$ cat src/tsvo_pkg.sv
package tsvo_pkg;

    localparam int SIZE_W      = 31;
    localparam int STRIDE_W    = 40;
    localparam int BOUND_W     = 32;
    localparam int OFF_W       = 48;
    localparam int DIMS_W      = 4;
    localparam int CFG_W       = 48;
    localparam int CFG_IDX_W   = 2;
    localparam int SPLIT_W     = 20;
    localparam int PART_W      = SIZE_W + SPLIT_W;
    localparam int PROD_W      = PART_W + SPLIT_W;
    localparam int TOT_SPLIT_W = 24;
    localparam int TOT_PART_W  = TOT_SPLIT_W + SIZE_W;
    localparam int TOT_PROD_W  = OFF_W + SIZE_W;
    localparam int WIDE_W      = BOUND_W + 1;
    localparam int DIM_TOP     = 15;

    localparam int QUEUE_DEPTH = 8;
    localparam int QUEUE_PTR_W = 3;
    localparam int QUEUE_CNT_W = 4;
    localparam int FILL_W      = QUEUE_CNT_W + 1;
    localparam int BUSY_W      = 3;

    localparam logic [OFF_W-1:0] OFF_MAX = '1;

    localparam logic [CFG_IDX_W-1:0] CFG_VIEW_MODE   = 2'd0;
    localparam logic [CFG_IDX_W-1:0] CFG_BASE_OFFSET = 2'd1;
    localparam logic [CFG_IDX_W-1:0] CFG_BASE_COUNT  = 2'd2;

    localparam logic RESULT_DIM     = 1'b0;
    localparam logic RESULT_SUMMARY = 1'b1;

    typedef enum logic [1:0] {
        KIND_ALL   = 2'd0,
        KIND_INDEX = 2'd1,
        KIND_RANGE = 2'd2,
        KIND_BAD   = 2'd3
    } kind_t;

    typedef enum logic [2:0] {
        ST_OK     = 3'd0,
        ST_INDEX  = 3'd1,
        ST_RANGE  = 3'd2,
        ST_KIND   = 3'd3,
        ST_OFFSET = 3'd4,
        ST_REGION = 3'd5
    } status_t;

    typedef struct packed {
        logic [SIZE_W-1:0]          dim_size;
        logic [STRIDE_W-1:0]        dim_stride;
        kind_t                      slice_kind;
        logic signed [BOUND_W-1:0]  first_bound;
        logic signed [BOUND_W-1:0]  second_bound;
        logic                       last_dim;
    } item_t;

    typedef struct packed {
        status_t             err;
        logic                keep;
        logic [SIZE_W-1:0]   ksize;
        logic [STRIDE_W-1:0] kstride;
        logic [SIZE_W-1:0]   idx;
        logic [STRIDE_W-1:0] stride;
        logic                last;
    } dec_t;

    typedef struct packed {
        status_t             err;
        logic                keep;
        logic [SIZE_W-1:0]   ksize;
        logic [STRIDE_W-1:0] kstride;
        logic [PART_W-1:0]   p_lo;
        logic [PART_W-1:0]   p_hi;
        logic                last;
    } part_t;

    typedef struct packed {
        status_t             err;
        logic                keep;
        logic [SIZE_W-1:0]   ksize;
        logic [STRIDE_W-1:0] kstride;
        logic [OFF_W-1:0]    inc;
        logic                inc_clip;
        logic                last;
    } step_t;

    typedef struct packed {
        logic                has_dim;
        logic [SIZE_W-1:0]   view_size;
        logic [STRIDE_W-1:0] view_stride;
        logic                last;
        logic [OFF_W-1:0]    offset;
        logic [OFF_W-1:0]    total;
        status_t             err;
        logic [DIMS_W-1:0]   dims;
        logic                clip;
    } raw_t;

    typedef struct packed {
        logic                has_dim;
        logic [SIZE_W-1:0]   view_size;
        logic [STRIDE_W-1:0] view_stride;
        logic                has_sum;
        logic [OFF_W-1:0]    offset;
        logic [OFF_W-1:0]    total;
        logic [DIMS_W-1:0]   dims;
        status_t             status;
    } entry_t;

    typedef struct packed {
        logic                item_kind;
        logic [SIZE_W-1:0]   view_size;
        logic [STRIDE_W-1:0] view_stride;
        logic [OFF_W-1:0]    view_offset;
        logic [OFF_W-1:0]    view_count;
        logic [DIMS_W-1:0]   view_dims;
        status_t             status;
        logic                last_result;
    } result_t;

endpackage

$ cat src/tsvo_out_queue.sv
module tsvo_out_queue
(
    input  logic                             clk,
    input  logic                             rst_n,
    input  logic                             push,
    input  tsvo_pkg::raw_t                   raw,
    input  logic [tsvo_pkg::OFF_W-1:0]       base_count,
    input  logic                             out_ready,
    output logic                             out_valid,
    output tsvo_pkg::result_t                result,
    output logic [tsvo_pkg::QUEUE_CNT_W-1:0] level
);

    tsvo_pkg::entry_t                 mem [tsvo_pkg::QUEUE_DEPTH];
    logic [tsvo_pkg::QUEUE_PTR_W-1:0] wr_ptr_reg, rd_ptr_reg;
    logic [tsvo_pkg::QUEUE_CNT_W-1:0] count_reg;
    logic                             phase_reg;

    tsvo_pkg::entry_t           wr_entry, head;
    tsvo_pkg::status_t          st;
    logic [tsvo_pkg::OFF_W:0]   end_pos;
    logic                       show_dim, advance, pop;

    // summary status at the end of a view
    always_comb
    begin
        end_pos = {1'b0, raw.offset} + {1'b0, raw.total};
        if (raw.err != tsvo_pkg::ST_OK)
        begin
            st = raw.err;
        end
        else if (raw.offset >= base_count)
        begin
            st = tsvo_pkg::ST_OFFSET;
        end
        else if (end_pos > {1'b0, base_count} || raw.clip)
        begin
            st = tsvo_pkg::ST_REGION;
        end
        else
        begin
            st = tsvo_pkg::ST_OK;
        end

        wr_entry.has_dim     = raw.has_dim;
        wr_entry.view_size   = raw.view_size;
        wr_entry.view_stride = raw.view_stride;
        wr_entry.has_sum     = raw.last;
        wr_entry.offset      = (st == tsvo_pkg::ST_OK) ? raw.offset : '0;
        wr_entry.total       = (st == tsvo_pkg::ST_OK) ? raw.total : '0;
        wr_entry.dims        = raw.dims;
        wr_entry.status      = st;
    end

    always_ff @(posedge clk)
    begin
        if (push)
        begin
            mem[wr_ptr_reg] <= wr_entry;
        end
    end

    always_comb
    begin
        head      = mem[rd_ptr_reg];
        out_valid = (count_reg != '0);
        show_dim  = head.has_dim && !phase_reg;
        advance   = out_valid && out_ready;
        pop       = advance && !(show_dim && head.has_sum);

        result.item_kind   = show_dim ? tsvo_pkg::RESULT_DIM : tsvo_pkg::RESULT_SUMMARY;
        result.view_size   = show_dim ? head.view_size : '0;
        result.view_stride = show_dim ? head.view_stride : '0;
        result.view_offset = show_dim ? '0 : head.offset;
        result.view_count  = show_dim ? '0 : head.total;
        result.view_dims   = show_dim ? '0 : head.dims;
        result.status      = show_dim ? tsvo_pkg::ST_OK : head.status;
        result.last_result = !show_dim;
    end

    always_ff @(posedge clk or negedge rst_n)
    begin
        if (!rst_n)
        begin
            wr_ptr_reg <= '0;
            rd_ptr_reg <= '0;
            count_reg  <= '0;
            phase_reg  <= 1'b0;
        end
        else
        begin
            if (push)
            begin
                wr_ptr_reg <= wr_ptr_reg + tsvo_pkg::QUEUE_PTR_W'(1);
            end
            if (pop)
            begin
                rd_ptr_reg <= rd_ptr_reg + tsvo_pkg::QUEUE_PTR_W'(1);
                phase_reg  <= 1'b0;
            end
            else if (advance)
            begin
                phase_reg <= 1'b1;
            end
            count_reg <= count_reg + tsvo_pkg::QUEUE_CNT_W'(push)
                                   - tsvo_pkg::QUEUE_CNT_W'(pop);
        end
    end

    assign level = count_reg;

endmodule

$ cat config.mk
export PLATFORM = sky130hd
export DESIGN_NAME = tsvo_out_queue
export DESIGN_NICKNAME = d
export VERILOG_FILES = /design/src/tsvo_pkg.sv /design/src/tsvo_out_queue.sv
export SDC_FILE = /design/constraint.sdc
export NUM_CORES = 2
export LEC_CHECK = 0
export BUFFER_PORTS_ARGS = -buffer_cell sky130_fd_sc_hd__buf_2
export CORE_MARGIN = 5
export CORE_UTILIZATION = 62
export DETAILED_ROUTE_END_ITERATION = 7
export PLACE_DENSITY = 0.87
export SYNTH_ARGS = -nofsm -noshare
export SYNTH_HDL_FRONTEND = slang
export SYNTH_SLANG_ARGS = --single-unit
$ cat constraint.sdc
create_clock -name clk -period 23.4 [get_ports clk]
set_clock_uncertainty 0.15 [all_clocks]
set_input_delay 3.51 -clock clk [delete_from_list [all_inputs] [get_ports clk]]
set_output_delay 3.51 -clock clk [all_outputs]
set_load 0.01 [all_outputs]
==> impl_metrics.env <==
export IMPL_hold_violations=0
export IMPL_viasPerCell=6.585
export IMPL_cts_hold_buffers=0
export IMPL_final_min_clock_period_ns=9.932
export IMPL_drcViolationCount=0
export IMPL_ys_types=67
export IMPL_critPathSlowestCell="nor4_1"
export IMPL_drt_iter0_drc=4514
export IMPL_slew_headroom_pct=6.573
export IMPL_largest_reg_flops=1408
export IMPL_syn_nets=3581
export IMPL_crit_type="in2reg"
export IMPL_critical_path_depth=21
export IMPL_synth_cell_area_um2=59630
export IMPL_slew_violations=0
export IMPL_numCtsBuffers=140
export IMPL_syn_to_final_growth_pct=13.14
export IMPL_min_period_over_period_pct=42.44
export IMPL_cp_num_buf_inv=2
export IMPL_nFillCells=5729
export IMPL_path_clk_slew_ns=0.06
export IMPL_fmax_mhz=100.7
export IMPL_track_usage_pct=29.51
export IMPL_grt_pass1_vias=33600
export IMPL_ys_flop_type="edfxtp_1"
export IMPL_clk_path_buf_depth=3
export IMPL_setup_viol=0
export IMPL_crit_family="compound AO/OA/AOI/OAI gates"
export IMPL_fin_ws_ns=13.47
export IMPL_yosys_warnings=0
export IMPL_worst_r2r_path_depth=10
export IMPL_htreeDepth=4
export IMPL_synth_async_reset_ratio_pct=0.7752
export IMPL_clock_latency_ns=0.72
export IMPL_grt_max_degree=129
export IMPL_die_x_um=320.1
export IMPL_critPathMaxFanout=45
export IMPL_grt_ovfl_total=0
export IMPL_ys_seq_area_share_pct=71.37
export IMPL_vias=32970
export IMPL_synth_seq_cells=1419
export IMPL_crit_path_cell_trace="buf_2, ha_1, fa_1, a21oi_1, o21ai_1, and3_1, o21ai_1, o21ai_0, o221ai_1, o21ai_0, a2111oi_0, xnor2_1, ha_1, nand2_1, nor3_1, nand2_1, or2_2, o22ai_1, o211ai_4, buf_4, nor4_1"
export IMPL_die_h_um=320.1
export IMPL_multiInputGateArea_um2=16270
export IMPL_clock_sinks=1419
export IMPL_gp_congestion=0.9627
export IMPL_core_area_um2=95290
export IMPL_netlist_instances=3199
export IMPL_ir_drop_uv=107.6
export IMPL_ctsResizeCount=0
export IMPL_hold_class="reg2reg"
export IMPL_maxCapViolations=0
export IMPL_fin_tns_setup_ns=0
export IMPL_p_leak_nw=23.87
export IMPL_cts_setup_buffers=0
export IMPL_detail_route_antenna_nets=0
export IMPL_drive_above_1_share_pct=27.76
export IMPL_crit_start="raw[56]"
export IMPL_syn_avg_cell_area_um2=18.64
export IMPL_dieArea_um2=102500
export IMPL_worstPathArrival_ns=10.11
export IMPL_grt_pass1_wl_um=223100
export IMPL_place_ws_ns=12.98
export IMPL_p_per_area_nw_per_um2=119.2
export IMPL_rows=113
export IMPL_worstHoldStart="wr_ptr_reg[1]"
export IMPL_io_pins=410
export IMPL_startpoint_type="input pin"
export IMPL_io_buffers=409
export IMPL_start_util_pct=62.57
export IMPL_reg2reg_from="rd_ptr_reg[1]"
export IMPL_antenna_found_initial=14
export IMPL_regMostFlops="mem"
export IMPL_synth_edf_count=1408
export IMPL_cts_root_buf="clkbuf_16"
export IMPL_status="complete, no violations"
export IMPL_crit_path_end_kind="flip-flop"
export IMPL_rsz0062_at_grt="false"
export IMPL_required_ns=23.58
export IMPL_holdPathStages=1
export IMPL_wl_per_cell_um=30.20
export IMPL_hpwl_um=89240
export IMPL_fin_nets=4009
export IMPL_wl_um=151200
export IMPL_crit_path_max_incr_delay_ns=1.21
export IMPL_cts_tree="done"
export IMPL_regArea_um2=42570
export IMPL_drtPass1Iterations=5
export IMPL_worstMarginPinSlew_ns=1.389
per-stage QoR:
stage / area (µm²) / total power, W / util, % / hold WS, ns / instances
after detailed placement: 63130 / 0.005950 / 66.25 / 0.4100 / 4749
after floorplan: 59630 / 0.005119 / - / 0.3133 / 3199
after global routing: 67440 / 0.008392 / 70.77 / 0.4444 / 4998
after CTS: 67420 / 0.008104 / 70.75 / 0.4234 / 4992
after global placement: 63130 / 0.005886 / 66.25 / 0.3913 / 4749
final: 67460 / 0.008040 / 70.79 / 0.4330 / 5006
worst register-to-register path, delay by kind of cell (launching register included):
kind | cells | cell delay, ns
compound gates | 3 | 0.93
xor+xnor | 1 | 0.19
flops | 1 | 0.98
mux | 2 | 0.71
fa+ha+maj | 2 | 0.60
buf+inv | 2 | 0.82
final timing paths:
check | end | slack (ns)
min reg2reg | wr_ptr_reg[1] | 0.43
max | mem[1][84] | 13.47
max in group asynchronous | rd_ptr_reg[2] | 20.32
min | wr_ptr_reg[1] | 0.43
min in group asynchronous | level[2] | 2.52
max reg2reg | level[3] | 18.95
power breakdown:
group	internal, W	switching [W]
Clock	0.00120	0.000926
Sequential	0.00316	0.000141
Combinational	0.00108	0.00153
Total	0.00544	0.00260
logic make-up after synthesis:
| group | Yosys count | share of synthesized area [%] |
|---|---|---|
| multiplexers | 529 | 16.27 |
| buffers and inverters | 237 | 1.511 |
| flip-flops | 1419 | 71.37 |
| adder cells (fa/ha/maj) | 153 | 3.236 |
| AO/OA/AOI/OAI | 233 | 2.506 |
| AND/OR/NAND/NOR | 581 | 4.415 |
| XOR/XNOR | 47 | 0.6904 |
placed cells by master (no fill, tap or decap), types with 25 or more instances in the layout:
| cell type | n |
|---|---|
| edfxtp_1 | 1408 |
| buf_2 | 410 |
| mux4_2 | 352 |
| nor2_1 | 214 |
| mux2i_1 | 174 |
| nand2_1 | 167 |
| ha_1 | 151 |
| clkbuf_16 | 144 |
| nor4_1 | 97 |
| a21oi_1 | 85 |
| inv_1 | 64 |
| o21ai_0 | 44 |
| buf_4 | 43 |
| a21o_1 | 30 |
| clkbuf_1 | 29 |
| xnor2_1 | 25 |
per-layer routing:
layer	wire, µm	global-route usage, %	up-vias
li1	-	-	13840
met1	55710	41.50	16770
met2	73580	46.99	2035
met3	16320	6.470	313
met4	5527	10.35	6
met5	41	0	-
Yosys cell counts (4+ instances only):
master    instances  area share (%)
buf_1            46            0.29
mux4_2          352              13
nor2_1          221             1.4
mux2i_1         174             2.9
nand2b_1         10            0.10
a31oi_1           9           0.094
nor4_1           98             1.0
nor2b_1           8           0.084
a21oi_1          87            0.73
nand2_1         167             1.1
nor3_1           19            0.16
o21bai_1          5           0.063
buf_2             6           0.050
edfxtp_1       1408              71
clkbuf_1        119            0.75
dfrtp_1          11            0.46
o211ai_1          4           0.050
and3_1            5           0.052
a21o_1           30            0.38
o21a_1            5           0.063
or2_2             4           0.042
ha_1            151             3.2
nand4_1          21            0.22
xnor2_1          25            0.37
o31ai_1           4           0.050
inv_1            64            0.40
nand3_1          17            0.14
a211oi_1         14            0.18
xor2_1           22            0.32
o21ai_0          44            0.37
cell type report:
cell class	instances	area share, %
multi-input cells	1543	24.12
inverters	65	0.3617
flip-flops and latches	1419	63.10
diodes	13	0.04822
repair buffers	458	3.669
clock buffers	173	5.503
well taps	1265	2.346
clock inverters	70	0.8550
(Power assumes the default switching activity.)
