$ cat config.mk
export PLATFORM = sky130hd
export DESIGN_NAME = tsvo_accum
export DESIGN_NICKNAME = d
export VERILOG_FILES = /design/src/tsvo_pkg.sv /design/src/tsvo_accum.sv
export SDC_FILE = /design/constraint.sdc
export NUM_CORES = 2
export LEC_CHECK = 0
export ABC_AREA = 1
export BUFFER_PORTS_ARGS = -buffer_cell sky130_fd_sc_hd__buf_4
export CAP_MARGIN = 20
export CORE_UTILIZATION = 30
export DETAILED_ROUTE_END_ITERATION = 16
export HOLD_SLACK_MARGIN = 0.05
export PLACE_DENSITY = 0.51
export SETUP_SLACK_MARGIN = 0.4
export SKIP_LAST_GASP = 1
export SYNTH_ARGS = -nofsm -noshare
export SYNTH_HDL_FRONTEND = slang
export SYNTH_SLANG_ARGS = --single-unit
$ cat constraint.sdc
create_clock -name clk -period 10.6 [get_ports clk]
set_input_delay 0.53 -clock clk [delete_from_list [all_inputs] [get_ports clk]]
set_output_delay 0.53 -clock clk [all_outputs]
set_load 0.01 [all_outputs]
$ cat src/tsvo_pkg.sv
package tsvo_pkg;

    localparam int SIZE_W      = 31;
    localparam int STRIDE_W    = 40;
    localparam int BOUND_W     = 32;
    localparam int OFF_W       = 48;
    localparam int DIMS_W      = 4;
    localparam int CFG_W       = 48;
    localparam int CFG_IDX_W   = 2;
    localparam int SPLIT_W     = 20;
    localparam int PART_W      = SIZE_W + SPLIT_W;
    localparam int PROD_W      = PART_W + SPLIT_W;
    localparam int TOT_SPLIT_W = 24;
    localparam int TOT_PART_W  = TOT_SPLIT_W + SIZE_W;
    localparam int TOT_PROD_W  = OFF_W + SIZE_W;
    localparam int WIDE_W      = BOUND_W + 1;
    localparam int DIM_TOP     = 15;

    localparam int QUEUE_DEPTH = 8;
    localparam int QUEUE_PTR_W = 3;
    localparam int QUEUE_CNT_W = 4;
    localparam int FILL_W      = QUEUE_CNT_W + 1;
    localparam int BUSY_W      = 3;

    localparam logic [OFF_W-1:0] OFF_MAX = '1;

    localparam logic [CFG_IDX_W-1:0] CFG_VIEW_MODE   = 2'd0;
    localparam logic [CFG_IDX_W-1:0] CFG_BASE_OFFSET = 2'd1;
    localparam logic [CFG_IDX_W-1:0] CFG_BASE_COUNT  = 2'd2;

    localparam logic RESULT_DIM     = 1'b0;
    localparam logic RESULT_SUMMARY = 1'b1;

    typedef enum logic [1:0] {
        KIND_ALL   = 2'd0,
        KIND_INDEX = 2'd1,
        KIND_RANGE = 2'd2,
        KIND_BAD   = 2'd3
    } kind_t;

    typedef enum logic [2:0] {
        ST_OK     = 3'd0,
        ST_INDEX  = 3'd1,
        ST_RANGE  = 3'd2,
        ST_KIND   = 3'd3,
        ST_OFFSET = 3'd4,
        ST_REGION = 3'd5
    } status_t;

    typedef struct packed {
        logic [SIZE_W-1:0]          dim_size;
        logic [STRIDE_W-1:0]        dim_stride;
        kind_t                      slice_kind;
        logic signed [BOUND_W-1:0]  first_bound;
        logic signed [BOUND_W-1:0]  second_bound;
        logic                       last_dim;
    } item_t;

    typedef struct packed {
        status_t             err;
        logic                keep;
        logic [SIZE_W-1:0]   ksize;
        logic [STRIDE_W-1:0] kstride;
        logic [SIZE_W-1:0]   idx;
        logic [STRIDE_W-1:0] stride;
        logic                last;
    } dec_t;

    typedef struct packed {
        status_t             err;
        logic                keep;
        logic [SIZE_W-1:0]   ksize;
        logic [STRIDE_W-1:0] kstride;
        logic [PART_W-1:0]   p_lo;
        logic [PART_W-1:0]   p_hi;
        logic                last;
    } part_t;

    typedef struct packed {
        status_t             err;
        logic                keep;
        logic [SIZE_W-1:0]   ksize;
        logic [STRIDE_W-1:0] kstride;
        logic [OFF_W-1:0]    inc;
        logic                inc_clip;
        logic                last;
    } step_t;

    typedef struct packed {
        logic                has_dim;
        logic [SIZE_W-1:0]   view_size;
        logic [STRIDE_W-1:0] view_stride;
        logic                last;
        logic [OFF_W-1:0]    offset;
        logic [OFF_W-1:0]    total;
        status_t             err;
        logic [DIMS_W-1:0]   dims;
        logic                clip;
    } raw_t;

    typedef struct packed {
        logic                has_dim;
        logic [SIZE_W-1:0]   view_size;
        logic [STRIDE_W-1:0] view_stride;
        logic                has_sum;
        logic [OFF_W-1:0]    offset;
        logic [OFF_W-1:0]    total;
        logic [DIMS_W-1:0]   dims;
        status_t             status;
    } entry_t;

    typedef struct packed {
        logic                item_kind;
        logic [SIZE_W-1:0]   view_size;
        logic [STRIDE_W-1:0] view_stride;
        logic [OFF_W-1:0]    view_offset;
        logic [OFF_W-1:0]    view_count;
        logic [DIMS_W-1:0]   view_dims;
        status_t             status;
        logic                last_result;
    } result_t;

endpackage

$ cat src/tsvo_accum.sv
module tsvo_accum
#(
    parameter int DIM_LIMIT = 8
)
(
    input  logic                       clk,
    input  logic                       rst_n,
    input  logic                       step_valid,
    input  tsvo_pkg::step_t            step,
    input  logic [tsvo_pkg::OFF_W-1:0] base_offset,
    output logic                       ent_valid,
    output tsvo_pkg::raw_t             ent
);

    localparam logic [tsvo_pkg::DIMS_W-1:0] DIM_CAP =
        tsvo_pkg::DIMS_W'((DIM_LIMIT > tsvo_pkg::DIM_TOP) ? tsvo_pkg::DIM_TOP : DIM_LIMIT);

    logic [tsvo_pkg::OFF_W-1:0]  offset_reg, total_reg;
    tsvo_pkg::status_t           err_reg;
    logic [tsvo_pkg::DIMS_W-1:0] dims_reg;
    logic                        clip_reg, at_start_reg;
    logic                        ent_valid_reg;
    tsvo_pkg::raw_t              ent_reg;

    logic [tsvo_pkg::OFF_W-1:0]      cur_off, cur_tot, offset_next, total_next;
    tsvo_pkg::status_t               cur_err, err_next;
    logic [tsvo_pkg::DIMS_W-1:0]     cur_dims, dims_next;
    logic                            cur_clip, clip_next, emit;
    logic [tsvo_pkg::OFF_W:0]        off_sum;
    logic [tsvo_pkg::TOT_PART_W-1:0] tot_hi, tot_lo;
    logic [tsvo_pkg::TOT_PROD_W-1:0] tot_prod;
    logic                            tot_sat;

    always_comb
    begin
        cur_off  = at_start_reg ? base_offset : offset_reg;
        cur_tot  = at_start_reg ? tsvo_pkg::OFF_W'(1) : total_reg;
        cur_err  = at_start_reg ? tsvo_pkg::ST_OK : err_reg;
        cur_dims = at_start_reg ? '0 : dims_reg;
        cur_clip = at_start_reg ? 1'b0 : clip_reg;

        off_sum  = {1'b0, cur_off} + {1'b0, step.inc};
        tot_hi   = tsvo_pkg::TOT_PART_W'(cur_tot[tsvo_pkg::OFF_W-1:tsvo_pkg::TOT_SPLIT_W])
                 * tsvo_pkg::TOT_PART_W'(step.ksize);
        tot_lo   = tsvo_pkg::TOT_PART_W'(cur_tot[tsvo_pkg::TOT_SPLIT_W-1:0])
                 * tsvo_pkg::TOT_PART_W'(step.ksize);
        tot_prod = {tot_hi, {tsvo_pkg::TOT_SPLIT_W{1'b0}}} + tsvo_pkg::TOT_PROD_W'(tot_lo);
        tot_sat  = |tot_prod[tsvo_pkg::TOT_PROD_W-1:tsvo_pkg::OFF_W];

        offset_next = cur_off;
        total_next  = cur_tot;
        err_next    = cur_err;
        dims_next   = cur_dims;
        clip_next   = cur_clip;
        emit        = 1'b0;

        // once an error is held the rest of the view is skipped
        if (cur_err == tsvo_pkg::ST_OK)
        begin
            if (step.err != tsvo_pkg::ST_OK)
            begin
                err_next = step.err;
            end
            else
            begin
                offset_next = off_sum[tsvo_pkg::OFF_W] ? tsvo_pkg::OFF_MAX
                                                       : off_sum[tsvo_pkg::OFF_W-1:0];
                clip_next   = cur_clip | step.inc_clip | off_sum[tsvo_pkg::OFF_W];
                if (step.keep)
                begin
                    if (cur_dims >= DIM_CAP)
                    begin
                        err_next = tsvo_pkg::ST_KIND;
                    end
                    else
                    begin
                        total_next = tot_sat ? tsvo_pkg::OFF_MAX
                                             : tot_prod[tsvo_pkg::OFF_W-1:0];
                        clip_next  = clip_next | tot_sat;
                        dims_next  = cur_dims + tsvo_pkg::DIMS_W'(1);
                        emit       = 1'b1;
                    end
                end
            end
        end
    end

    always_ff @(posedge clk or negedge rst_n)
    begin
        if (!rst_n)
        begin
            offset_reg    <= '0;
            total_reg     <= tsvo_pkg::OFF_W'(1);
            err_reg       <= tsvo_pkg::ST_OK;
            dims_reg      <= '0;
            clip_reg      <= 1'b0;
            at_start_reg  <= 1'b1;
            ent_valid_reg <= 1'b0;
        end
        else
        begin
            ent_valid_reg <= step_valid && (emit || step.last);
            if (step_valid)
            begin
                offset_reg   <= offset_next;
                total_reg    <= total_next;
                err_reg      <= err_next;
                dims_reg     <= dims_next;
                clip_reg     <= clip_next;
                at_start_reg <= step.last;
            end
        end
    end

    always_ff @(posedge clk)
    begin
        ent_reg.has_dim     <= emit;
        ent_reg.view_size   <= step.ksize;
        ent_reg.view_stride <= step.kstride;
        ent_reg.last        <= step.last;
        ent_reg.offset      <= offset_next;
        ent_reg.total       <= total_next;
        ent_reg.err         <= err_next;
        ent_reg.dims        <= dims_next;
        ent_reg.clip        <= clip_next;
    end

    assign ent_valid = ent_valid_reg;
    assign ent       = ent_reg;

endmodule

==> impl_results.md <==
* Nets at 11200
* CP max-delay cell: dfstp_4
* Final Hold Violating Endpoints at 0
* CP top delay family: adder cells
* DRT iter0 DRCs at ~4700
* Initial antenna violation count at 9
* Clk root buf: clkbuf_16
* Io pins at 354
* Max-slew violations at 0
* Cell repeated most along the worst path: fa_1
* Vias in the first global route at 61300
* RSZ-0062 raised after global routing: true
* Slew HR at about 36%
* Worst EP required at 11.10 ns
* Syn Inst Count at 8365
* Syn Area/Cell at 7.65 um^2
* Synth warnings at 0
* Leakage at 39.5 nW
* Grt ovf at 0
* Antenna Nets Post-Route at 0
* Longest Clk Path Bufs at 3
* Gpl congestion at 0.991
* Netlist cell types at 51
* Die Wd at approximately 460 um
* Critical Path Start Type: flop
* Initial core utilization at 30.2%
* Synth-to-layout area growth at 26.4%
* Final wirelength at 294 mm
* Sequential area share after synthesis at approximately a tenth
* Max incr delay on CP at 0.70 ns
* Worst Skew at 0.0902 ns
* Area of the core at 212000 um^2
* Clk sinks at 283
* PwrDens at about 140 nW/um^2
* Max VDD drop at ~0.12 mV
* Critical path arrival at 10.84 ns
* Mapped Area at ~64000 um^2
* Period utilization at 97.5%
* DR vias at 59000
* Setup Viol. Count Final at 0
* Maxcap violations at 0
* First-pass GRT wire length at 424 mm
* Primary FF master, synth: dfxtp_1
* WL/cell at roughly 24 um
* Layout cells sized above 1 at 20.5%
* Gr usage total at between 20% and 30%
* Outcome: complete, but fails checks
* Die H at 464 um
* Pre-CTS setup slack at -0.605 ns
* CP bufs+invs at 16
* Htree depth at 2
* Latest clock arrival within the worst-skew pair at 0.69 ns
* Syn_nets at a little over 10000
* Max FFs per register at 177
* Via/cell ratio at about 4.9
* Yosys reg bits at 283
* Max Fclk at 0.0967 GHz
* Final WS setup at 0.261 ns
* WHS at approximately 0.16 ns
* Num CTS Buffers at 40
* Port Buffers at about 350
* Post-DP HPWL at 251 mm
* Crit. End Element: flop
* Setup CP Type: flop to flop
* Worst Tran Pin Value at 0.953 ns
* Largest net degree at the start of global routing at 65
* Failing checks: design-rule violations
* Number of synthesized flops with an enable pin at 0
* DRC viols at 260
* Drt pass-1 iters at 17
* CTS tree: built
* CTS clk-pin slew, worst paths at 0.06 ns
* Largest fanout on the critical path at 8
* Rows at 169
* Async SR Flop Fraction at between 30 and 40%
* Min Clock Period, post-route at 10.34 ns
* Die area at 215000 um^2
* Final core occ at 38.1%
* HP Class: input port to flop
==> worst paths after layout <==
path                                       startpoint                          to  slack (ns)  cells past startpoint
min in group asynchronous                       rst_n   total_reg[47]$_DFFE_PN0P_        0.41                      2
max                          at_start_reg$_DFFE_PN1P_   total_reg[38]$_DFFE_PN0P_        0.26                     54
min                                         step[124]              ent[7]$_DFF_P_        0.16                      3
min reg2reg                offset_reg[37]$_DFFE_PN0P_  offset_reg[37]$_DFFE_PN0P_        0.47                      2
max in group asynchronous                       rst_n   total_reg[38]$_DFFE_PN0P_        8.99                      3
max reg2reg                  at_start_reg$_DFFE_PN1P_   total_reg[38]$_DFFE_PN0P_        0.26                     54
==> kinds of logic after synthesis <==
| family | Yosys count | synth area share, % |
|---|---|---|
| AO/OA/AOI/OAI | 565 | 5.18 |
| XOR/XNOR | 115 | 1.57 |
| adder cells (fa/ha/maj) | 1736 | 49.3 |
| buffers and inverters | 2285 | 13.5 |
| flip-flops | 283 | 9.69 |
| multiplexers | 6 | 0.0939 |
| AND/OR/NAND/NOR | 3375 | 20.8 |
==> layout make-up <==
cell class / instances / area [um^2]
diodes: 1 / 2.50
clock buffers: 53 / 1130
clock inverters: 21 / 330
fillers: 22200 / 131000
inverters: 1927 / 7270
multi-input cells: 5797 / 51800
flip-flops and latches: 283 / 6200
well taps: 2821 / 3530
repair buffers: 1244 / 10700
==> layer usage <==
| layer | global-route usage (%) | vias up | part of all wire, % |
|---|---|---|---|
| met2 | 44.8 | 2153 | 47 |
| met4 | 11.2 | 12 | 5.2 |
| met5 | 0 | - | 0.040 |
| met1 | 34.8 | 30100 | 41 |
| met3 | 4.97 | 468 | 7.3 |
| li1 | - | 26300 | - |
==> report_power, final <==
group          switching, W  internal, W  total (W)  leakage (nW)
registers         0.0000794      0.00120    0.00128          2.84
logic               0.00531      0.00352    0.00883          36.0
clock network      0.000656     0.000909    0.00157         0.715
total               0.00605      0.00562     0.0117          39.5
==> synth_stat cells (all sizes together), types with 59 or more instances <==
cell / number / area share [%]
inv: 1912 / 11
nand2: 1871 / 11
fa: 1306 / 41
nor2: 1204 / 7.1
ha: 430 / 8.4
clkbuf: 322 / 1.9
a21oi: 229 / 1.8
nand3: 178 / 1.4
dfxtp: 177 / 5.5
o21ai: 136 / 1.1
dfrtp: 104 / 4.1
xor2: 59 / 0.81
==> tightest hold or removal path, stage by stage <==
cell and delay (ns):
buf_4 0.09, nand2_1 0.06, nand2_1 0.05
==> what timing repair did <==
action	in CTS	in global routing
pin swaps	164	257
hold buffers	44	0
buffers inserted	69	35
gates cloned	8	3
hold endpoints to repair	73	0
resized for setup	411	332
setup endpoints to repair	98	98
==> metrics by stage <==
stage	area, um^2	setup TNS (ns)	total power [W]	cells
2_1_floorplan	64000	0	0.00528	8365
3_3_place_gp	75000	-55.28	0.00873	11900
3_5_place_dp	75000	-52.29	0.00873	11900
4_1_cts	79400	0	0.0111	12100
5_1_grt	80900	-3.03	0.0124	12100
6_report	80900	0	0.0117	12100
==> cell usage in the layout (no fill, tap or decap), drive strengths merged, types with 44 or more instances in the layout <==
master	netlist	final
inv	1912	1911
nand2	1871	1871
fa	1306	1306
nor2	1204	1204
buf	36	1197
ha	430	430
a21oi	229	229
nand3	178	178
dfxtp	177	177
o21ai	136	136
dfrtp	104	104
xor2	59	59
xnor2	56	56
clkbuf	322	56
dlygate4sd3	0	44
No activity file was read; power rests on OpenSTA's default activity.
