`src/tsvo_pkg.sv`:
```
package tsvo_pkg;

    localparam int SIZE_W      = 31;
    localparam int STRIDE_W    = 40;
    localparam int BOUND_W     = 32;
    localparam int OFF_W       = 48;
    localparam int DIMS_W      = 4;
    localparam int CFG_W       = 48;
    localparam int CFG_IDX_W   = 2;
    localparam int SPLIT_W     = 20;
    localparam int PART_W      = SIZE_W + SPLIT_W;
    localparam int PROD_W      = PART_W + SPLIT_W;
    localparam int TOT_SPLIT_W = 24;
    localparam int TOT_PART_W  = TOT_SPLIT_W + SIZE_W;
    localparam int TOT_PROD_W  = OFF_W + SIZE_W;
    localparam int WIDE_W      = BOUND_W + 1;
    localparam int DIM_TOP     = 15;

    localparam int QUEUE_DEPTH = 8;
    localparam int QUEUE_PTR_W = 3;
    localparam int QUEUE_CNT_W = 4;
    localparam int FILL_W      = QUEUE_CNT_W + 1;
    localparam int BUSY_W      = 3;

    localparam logic [OFF_W-1:0] OFF_MAX = '1;

    localparam logic [CFG_IDX_W-1:0] CFG_VIEW_MODE   = 2'd0;
    localparam logic [CFG_IDX_W-1:0] CFG_BASE_OFFSET = 2'd1;
    localparam logic [CFG_IDX_W-1:0] CFG_BASE_COUNT  = 2'd2;

    localparam logic RESULT_DIM     = 1'b0;
    localparam logic RESULT_SUMMARY = 1'b1;

    typedef enum logic [1:0] {
        KIND_ALL   = 2'd0,
        KIND_INDEX = 2'd1,
        KIND_RANGE = 2'd2,
        KIND_BAD   = 2'd3
    } kind_t;

    typedef enum logic [2:0] {
        ST_OK     = 3'd0,
        ST_INDEX  = 3'd1,
        ST_RANGE  = 3'd2,
        ST_KIND   = 3'd3,
        ST_OFFSET = 3'd4,
        ST_REGION = 3'd5
    } status_t;

    typedef struct packed {
        logic [SIZE_W-1:0]          dim_size;
        logic [STRIDE_W-1:0]        dim_stride;
        kind_t                      slice_kind;
        logic signed [BOUND_W-1:0]  first_bound;
        logic signed [BOUND_W-1:0]  second_bound;
        logic                       last_dim;
    } item_t;

    typedef struct packed {
        status_t             err;
        logic                keep;
        logic [SIZE_W-1:0]   ksize;
        logic [STRIDE_W-1:0] kstride;
        logic [SIZE_W-1:0]   idx;
        logic [STRIDE_W-1:0] stride;
        logic                last;
    } dec_t;

    typedef struct packed {
        status_t             err;
        logic                keep;
        logic [SIZE_W-1:0]   ksize;
        logic [STRIDE_W-1:0] kstride;
        logic [PART_W-1:0]   p_lo;
        logic [PART_W-1:0]   p_hi;
        logic                last;
    } part_t;

    typedef struct packed {
        status_t             err;
        logic                keep;
        logic [SIZE_W-1:0]   ksize;
        logic [STRIDE_W-1:0] kstride;
        logic [OFF_W-1:0]    inc;
        logic                inc_clip;
        logic                last;
    } step_t;

    typedef struct packed {
        logic                has_dim;
        logic [SIZE_W-1:0]   view_size;
        logic [STRIDE_W-1:0] view_stride;
        logic                last;
        logic [OFF_W-1:0]    offset;
        logic [OFF_W-1:0]    total;
        status_t             err;
        logic [DIMS_W-1:0]   dims;
        logic                clip;
    } raw_t;

    typedef struct packed {
        logic                has_dim;
        logic [SIZE_W-1:0]   view_size;
        logic [STRIDE_W-1:0] view_stride;
        logic                has_sum;
        logic [OFF_W-1:0]    offset;
        logic [OFF_W-1:0]    total;
        logic [DIMS_W-1:0]   dims;
        status_t             status;
    } entry_t;

    typedef struct packed {
        logic                item_kind;
        logic [SIZE_W-1:0]   view_size;
        logic [STRIDE_W-1:0] view_stride;
        logic [OFF_W-1:0]    view_offset;
        logic [OFF_W-1:0]    view_count;
        logic [DIMS_W-1:0]   view_dims;
        status_t             status;
        logic                last_result;
    } result_t;

endpackage

```
`src/tsvo_front.sv`:
```
module tsvo_front
(
    input  logic                        clk,
    input  logic                        rst_n,
    input  logic                        take,
    input  tsvo_pkg::item_t             item,
    input  logic                        view_mode,
    output logic                        step_valid,
    output tsvo_pkg::step_t             step,
    output logic [tsvo_pkg::BUSY_W-1:0] busy
);

    logic            s1_valid_reg, s2_valid_reg, s3_valid_reg, s4_valid_reg;
    tsvo_pkg::item_t s1_reg;
    tsvo_pkg::dec_t  s2_reg, dec_next;
    tsvo_pkg::part_t s3_reg, part_next;
    tsvo_pkg::step_t s4_reg, step_next;

    logic signed [tsvo_pkg::WIDE_W-1:0] size_s, b0_s, b1_s, b0_w, b1_w, span;
    logic                               idx_bad, rng_bad;
    logic [tsvo_pkg::PROD_W-1:0]        prod;

    // bound wrap and checks
    always_comb
    begin
        size_s  = $signed({2'b00, s1_reg.dim_size});
        b0_s    = $signed({s1_reg.first_bound[tsvo_pkg::BOUND_W-1], s1_reg.first_bound});
        b1_s    = $signed({s1_reg.second_bound[tsvo_pkg::BOUND_W-1], s1_reg.second_bound});
        b0_w    = (view_mode && b0_s < 0) ? b0_s + size_s : b0_s;
        b1_w    = (view_mode && b1_s < 0) ? b1_s + size_s : b1_s;
        idx_bad = (b0_w < 0) || (b0_w >= size_s);
        rng_bad = (b0_w < 0) || (b1_w < b0_w) || (b1_w >= size_s);
        span    = b1_w - b0_w + 33'sd1;

        dec_next         = '0;
        dec_next.err     = tsvo_pkg::ST_OK;
        dec_next.stride  = s1_reg.dim_stride;
        dec_next.last    = s1_reg.last_dim;
        unique case (s1_reg.slice_kind)
            tsvo_pkg::KIND_ALL:
            begin
                dec_next.keep    = 1'b1;
                dec_next.ksize   = s1_reg.dim_size;
                dec_next.kstride = s1_reg.dim_stride;
            end
            tsvo_pkg::KIND_INDEX:
            begin
                if (idx_bad)
                begin
                    dec_next.err = tsvo_pkg::ST_INDEX;
                end
                else
                begin
                    dec_next.idx   = b0_w[tsvo_pkg::SIZE_W-1:0];
                    dec_next.keep  = !view_mode;
                    dec_next.ksize = tsvo_pkg::SIZE_W'(1);
                end
            end
            tsvo_pkg::KIND_RANGE:
            begin
                if (rng_bad)
                begin
                    dec_next.err = tsvo_pkg::ST_RANGE;
                end
                else
                begin
                    dec_next.idx     = b0_w[tsvo_pkg::SIZE_W-1:0];
                    dec_next.keep    = 1'b1;
                    dec_next.ksize   = span[tsvo_pkg::SIZE_W-1:0];
                    dec_next.kstride = s1_reg.dim_stride;
                end
            end
            default:
            begin
                dec_next.err = tsvo_pkg::ST_KIND;
            end
        endcase
    end

    // index times stride as two partial products
    always_comb
    begin
        part_next.err     = s2_reg.err;
        part_next.keep    = s2_reg.keep;
        part_next.ksize   = s2_reg.ksize;
        part_next.kstride = s2_reg.kstride;
        part_next.last    = s2_reg.last;
        part_next.p_lo    = tsvo_pkg::PART_W'(s2_reg.idx)
                          * tsvo_pkg::PART_W'(s2_reg.stride[tsvo_pkg::SPLIT_W-1:0]);
        part_next.p_hi    = tsvo_pkg::PART_W'(s2_reg.idx)
                          * tsvo_pkg::PART_W'(s2_reg.stride[tsvo_pkg::STRIDE_W-1:tsvo_pkg::SPLIT_W]);
    end

    always_comb
    begin
        prod = tsvo_pkg::PROD_W'(s3_reg.p_lo)
             + {s3_reg.p_hi, {tsvo_pkg::SPLIT_W{1'b0}}};
        step_next.err      = s3_reg.err;
        step_next.keep     = s3_reg.keep;
        step_next.ksize    = s3_reg.ksize;
        step_next.kstride  = s3_reg.kstride;
        step_next.last     = s3_reg.last;
        step_next.inc_clip = |prod[tsvo_pkg::PROD_W-1:tsvo_pkg::OFF_W];
        step_next.inc      = step_next.inc_clip ? tsvo_pkg::OFF_MAX
                                                : prod[tsvo_pkg::OFF_W-1:0];
    end

    always_ff @(posedge clk or negedge rst_n)
    begin
        if (!rst_n)
        begin
            s1_valid_reg <= 1'b0;
            s2_valid_reg <= 1'b0;
            s3_valid_reg <= 1'b0;
            s4_valid_reg <= 1'b0;
        end
        else
        begin
            s1_valid_reg <= take;
            s2_valid_reg <= s1_valid_reg;
            s3_valid_reg <= s2_valid_reg;
            s4_valid_reg <= s3_valid_reg;
        end
    end

    always_ff @(posedge clk)
    begin
        if (take)
        begin
            s1_reg <= item;
        end
        s2_reg <= dec_next;
        s3_reg <= part_next;
        s4_reg <= step_next;
    end

    assign step_valid = s4_valid_reg;
    assign step       = s4_reg;
    assign busy       = tsvo_pkg::BUSY_W'(s1_valid_reg) + tsvo_pkg::BUSY_W'(s2_valid_reg)
                      + tsvo_pkg::BUSY_W'(s3_valid_reg) + tsvo_pkg::BUSY_W'(s4_valid_reg);

endmodule

```
`config.mk`:
```
export PLATFORM = sky130hd
export DESIGN_NAME = tsvo_front
export DESIGN_NICKNAME = d
export VERILOG_FILES = /design/src/tsvo_pkg.sv /design/src/tsvo_front.sv
export SDC_FILE = /design/constraint.sdc
export NUM_CORES = 2
export LEC_CHECK = 0
export BUFFER_PORTS_ARGS = -buffer_cell sky130_fd_sc_hd__buf_2
export CAP_MARGIN = 20
export CORE_MARGIN = 3
export CORE_UTILIZATION = 35
export CTS_BUF_LIST = sky130_fd_sc_hd__clkbuf_16
export CTS_CLUSTER_DIAMETER = 30
export CTS_CLUSTER_SIZE = 24
export DETAILED_ROUTE_END_ITERATION = 12
export HOLD_SLACK_MARGIN = 0.06
export PLACE_DENSITY_LB_ADDON = 0.25
export SLEW_MARGIN = 10
export SYNTH_ARGS = -nofsm -noshare
export SYNTH_HDL_FRONTEND = slang
export SYNTH_SLANG_ARGS = --single-unit
```
`constraint.sdc`:
```
create_clock -name clk -period 6.83 [get_ports clk]
set_input_delay 0 -clock clk [delete_from_list [all_inputs] [get_ports clk]]
set_output_delay 0 -clock clk [all_outputs]
set_load 0.005 [all_outputs]
```
==> results by group <==
Drt
  – # DRC: 0
  – Post-route ant nets: 0
  – Drt first-iter violations: 2,673
  – Vias per cell: 4.87
  – Vias: 50,400
  – Wire length per cell: 18.9 um
  – Drt first pass iters: 6
  – Final wirelength: 196,000 um

STA
  – Fmax: 145 MHz
  – Tcrit/Tclk final: 1.01
  – Final Critical Period: 6.90 ns
  – Setup violators final: 7
  – Worst setup slack after layout: -0.0678 ns
  – Unrepaired setup endpoints after global routing: yes
  – Hold slack: 0.128 ns
  – Worst-Margin Slew: 0.960 ns
  – Max-slew headroom: 0.358
  – Worst clock skew: 0.0823 ns
  – Final Max Slew Viols: 0
  – Hold Fails Final Rpt: 0

Cells and area
  – Final instance area: 81,200 um2
  – Layout Cells excl Fill: 10,300
  – Filler Cells Inserted: 17,600
  – Area growth syn-to-layout: 25.6%
  – Most common cell after layout, fill and taps aside: inv_1
  – Max FFs per register: 177
  – Share of layout cells above drive strength 1: 0.163
  – Most frequent cells in the layout: inv_1 (1,259), fa_1 (1,007), nand2_1 (835)
  – Footprint of the multi-input gates: 46,500 um2
  – Fin nets: 9,523
  – Register area: 13,300 um2

Floorplan
  – Die area: 190,000 um2
  – Initial Util: 0.353
  – I/O pin count: 271
  – Core Area: 183,000 um2
  – Die Y: 436 um
  – Row count: 157
  – Die Span X: 436 um

GRT
  – Vias in the first global route: 54,100
  – Largest net degree at the start of global routing: 72
  – GRT Util Overall: 0.205
  – Initial antenna violation count: 11
  – Gr ovfl total: 0
  – First-pass GRT wire length: 306,000 um

Critical path
  – Worst EP required: 7.49 ns
  – Crit path largest cell delay: 0.58 ns
  – CP max-delay cell: fa_2
  – CP Launch Point: s2_reg[46]
  – Crit path launch type: register
  – Worst setup EP type: register
  – Reg2reg start: s2_reg[46]
  – Critical Path Fanout Max: 6
  – Cell mode on critical path: fa_1
  – WS Path Type: reg2reg
  – CP Data Arrival Time: 7.56 ns

Power and ir drop
  – LEAKAGE: 39.1 nW
  – Pwr dens: 206 nW/um2
  – Final Power: 16.7 mW
  – VDD IR max: 0.207 mV

CTS
  – Skew-Pair Late Insertion Delay: 0.78 ns
  – Root buffer cell: clkbuf_16
  – Clock Sinks: 589
  – Worst-path clk slew: 0.06 ns
  – Htree depth: 3
  – Maximum clock path buffer count: 3
  – CTS buffer count: 110
  – CTS tree: built

Logic synthesis
  – Prevailing post-synth register cell: dfxtp_1
  – Mapped Cells: 6,877
  – Synthesized Nets: 8,621
  – Cell Area, Synth: 64,600 um2
  – Fraction of registers with async set/reset: 0.00679
  – Sequential area share after synthesis: 0.204
  – #FFs+latches synth: 589
  – Library cells used by synthesis: 88
  – Syn. warnings: 0
  – Avg Cell Area, Syn: 9.40 um2
  – Number of synthesized flops with an enable pin: 138

Placement
  – Hpwl dp: 159,000 um
  – Port Buffers: 269
  – Dpl cells: 9,798
  – Gpl congestion: 0.913
  – Placed cell areas: 72,700 um2

Run status
  – Failing checks: negative setup slack
  – Outcome: finished, violations left

Run
  – Max Cap Violations: 0

Hold path
  – Worst min path class: in2async
[through the flow]
stage	setup TNS, ns	worst slack, ns	util
floorplan	0	0.0850	-
global placement	-8.73	-0.874	0.396
detailed placement	-8.94	-0.633	0.397
CTS	-1.48	-0.164	0.437
global route	-4.04	-0.302	0.443
finish	-0.286	-0.0678	0.443
[logic make-up (layout without fill, tap and decap cells)]
| group | after synthesis | count (layout) | synth area share |
|---|---|---|---|
| xor+xnor | 173 | 173 | 0.0234 |
| simple gates | 2052 | 2052 | 0.157 |
| compound gates | 846 | 846 | 0.0856 |
| buf+inv | 1587 | 2587 | 0.0925 |
| fa+ha+maj | 1602 | 1602 | 0.433 |
| other cells | 1 | 4 | 0.0000580 |
| flops | 589 | 589 | 0.204 |
| mux | 27 | 27 | 0.00435 |
[worst max-delay path, delay by kind of cell, from the launching register on]
family | cells | cell delay, ns
compound gates | 6 | 0.89
fa+ha+maj | 8 | 3.66
buf+inv | 10 | 1.00
flops | 1 | 0.36
simple gates | 4 | 0.88
[worst paths after layout]
path	endpoint	slack [ns]	cells past startpoint
setup / recovery	s3_reg[102]	-0.07	28
hold / removal	step_valid	0.13	3
setup reg to reg	s3_reg[102]	-0.07	28
hold reg to reg	s3_reg[137]	0.30	0
max in group asynchronous	s1_valid_reg	6.53	3
min in group clk	b0_s[6]	0.13	2
[synthesized netlist by cell type (all sizes together) (25+ instances only)]
library cell     n  area, um2
a211oi          35        268
a21o           103        773
a21oi          243       1220
a22oi           25        188
a31oi           33        206
and2           593       3710
and3            37        231
clkbuf         304       1140
dfxtp          447       8950
edfxtp         138       4140
fa            1055      21100
ha             547       6840
inv           1268       4760
nand2          843       3160
nand2b          30        188
nand3           79        395
nand3b          27        203
nand4           37        231
nor2           197        739
nor2b           71        444
nor3            66        330
o21a            37        278
o21ai          157        786
o21bai          41        308
xnor2          112        981
xor2            61        534
[power breakdown]
group / switching (mW) / internal [mW]
Clock: 2.07 / 3.30
Combinational: 3.96 / 2.99
Sequential: 0.381 / 4.04
[what timing repair did]
| action | in CTS | in global routing |
|---|---|---|
| resized for setup | 126 | 210 |
| buffers inserted | 25 | 25 |
| gates cloned | 3 | 6 |
| hold buffers | 279 | 0 |
| endpoints found under the setup margin | 37 | 43 |
| hold endpoints to repair | 214 | 0 |
| pin swaps | 84 | 127 |
[final cells by class]
cell class / count / share of cell area
Antenna cell: 3 / 0.0000924
Clock buffer: 112 / 0.0345
Clock inverter: 98 / 0.0122
Inverter: 1269 / 0.0587
Multi-Input combinational cell: 4701 / 0.573
Sequential cell: 589 / 0.163
Tap cell: 2464 / 0.0380
Timing Repair Buffer: 1108 / 0.120
[per-layer routing]
| layer | share of wire | global-route usage |
|---|---|---|
| met1 | 0.42 | 0.261 |
| met2 | 0.49 | 0.357 |
| met3 | 0.056 | 0.0346 |
| met4 | 0.031 | 0.0606 |
| met5 | 0.00020 | 0 |
(Power assumes the default switching activity.)
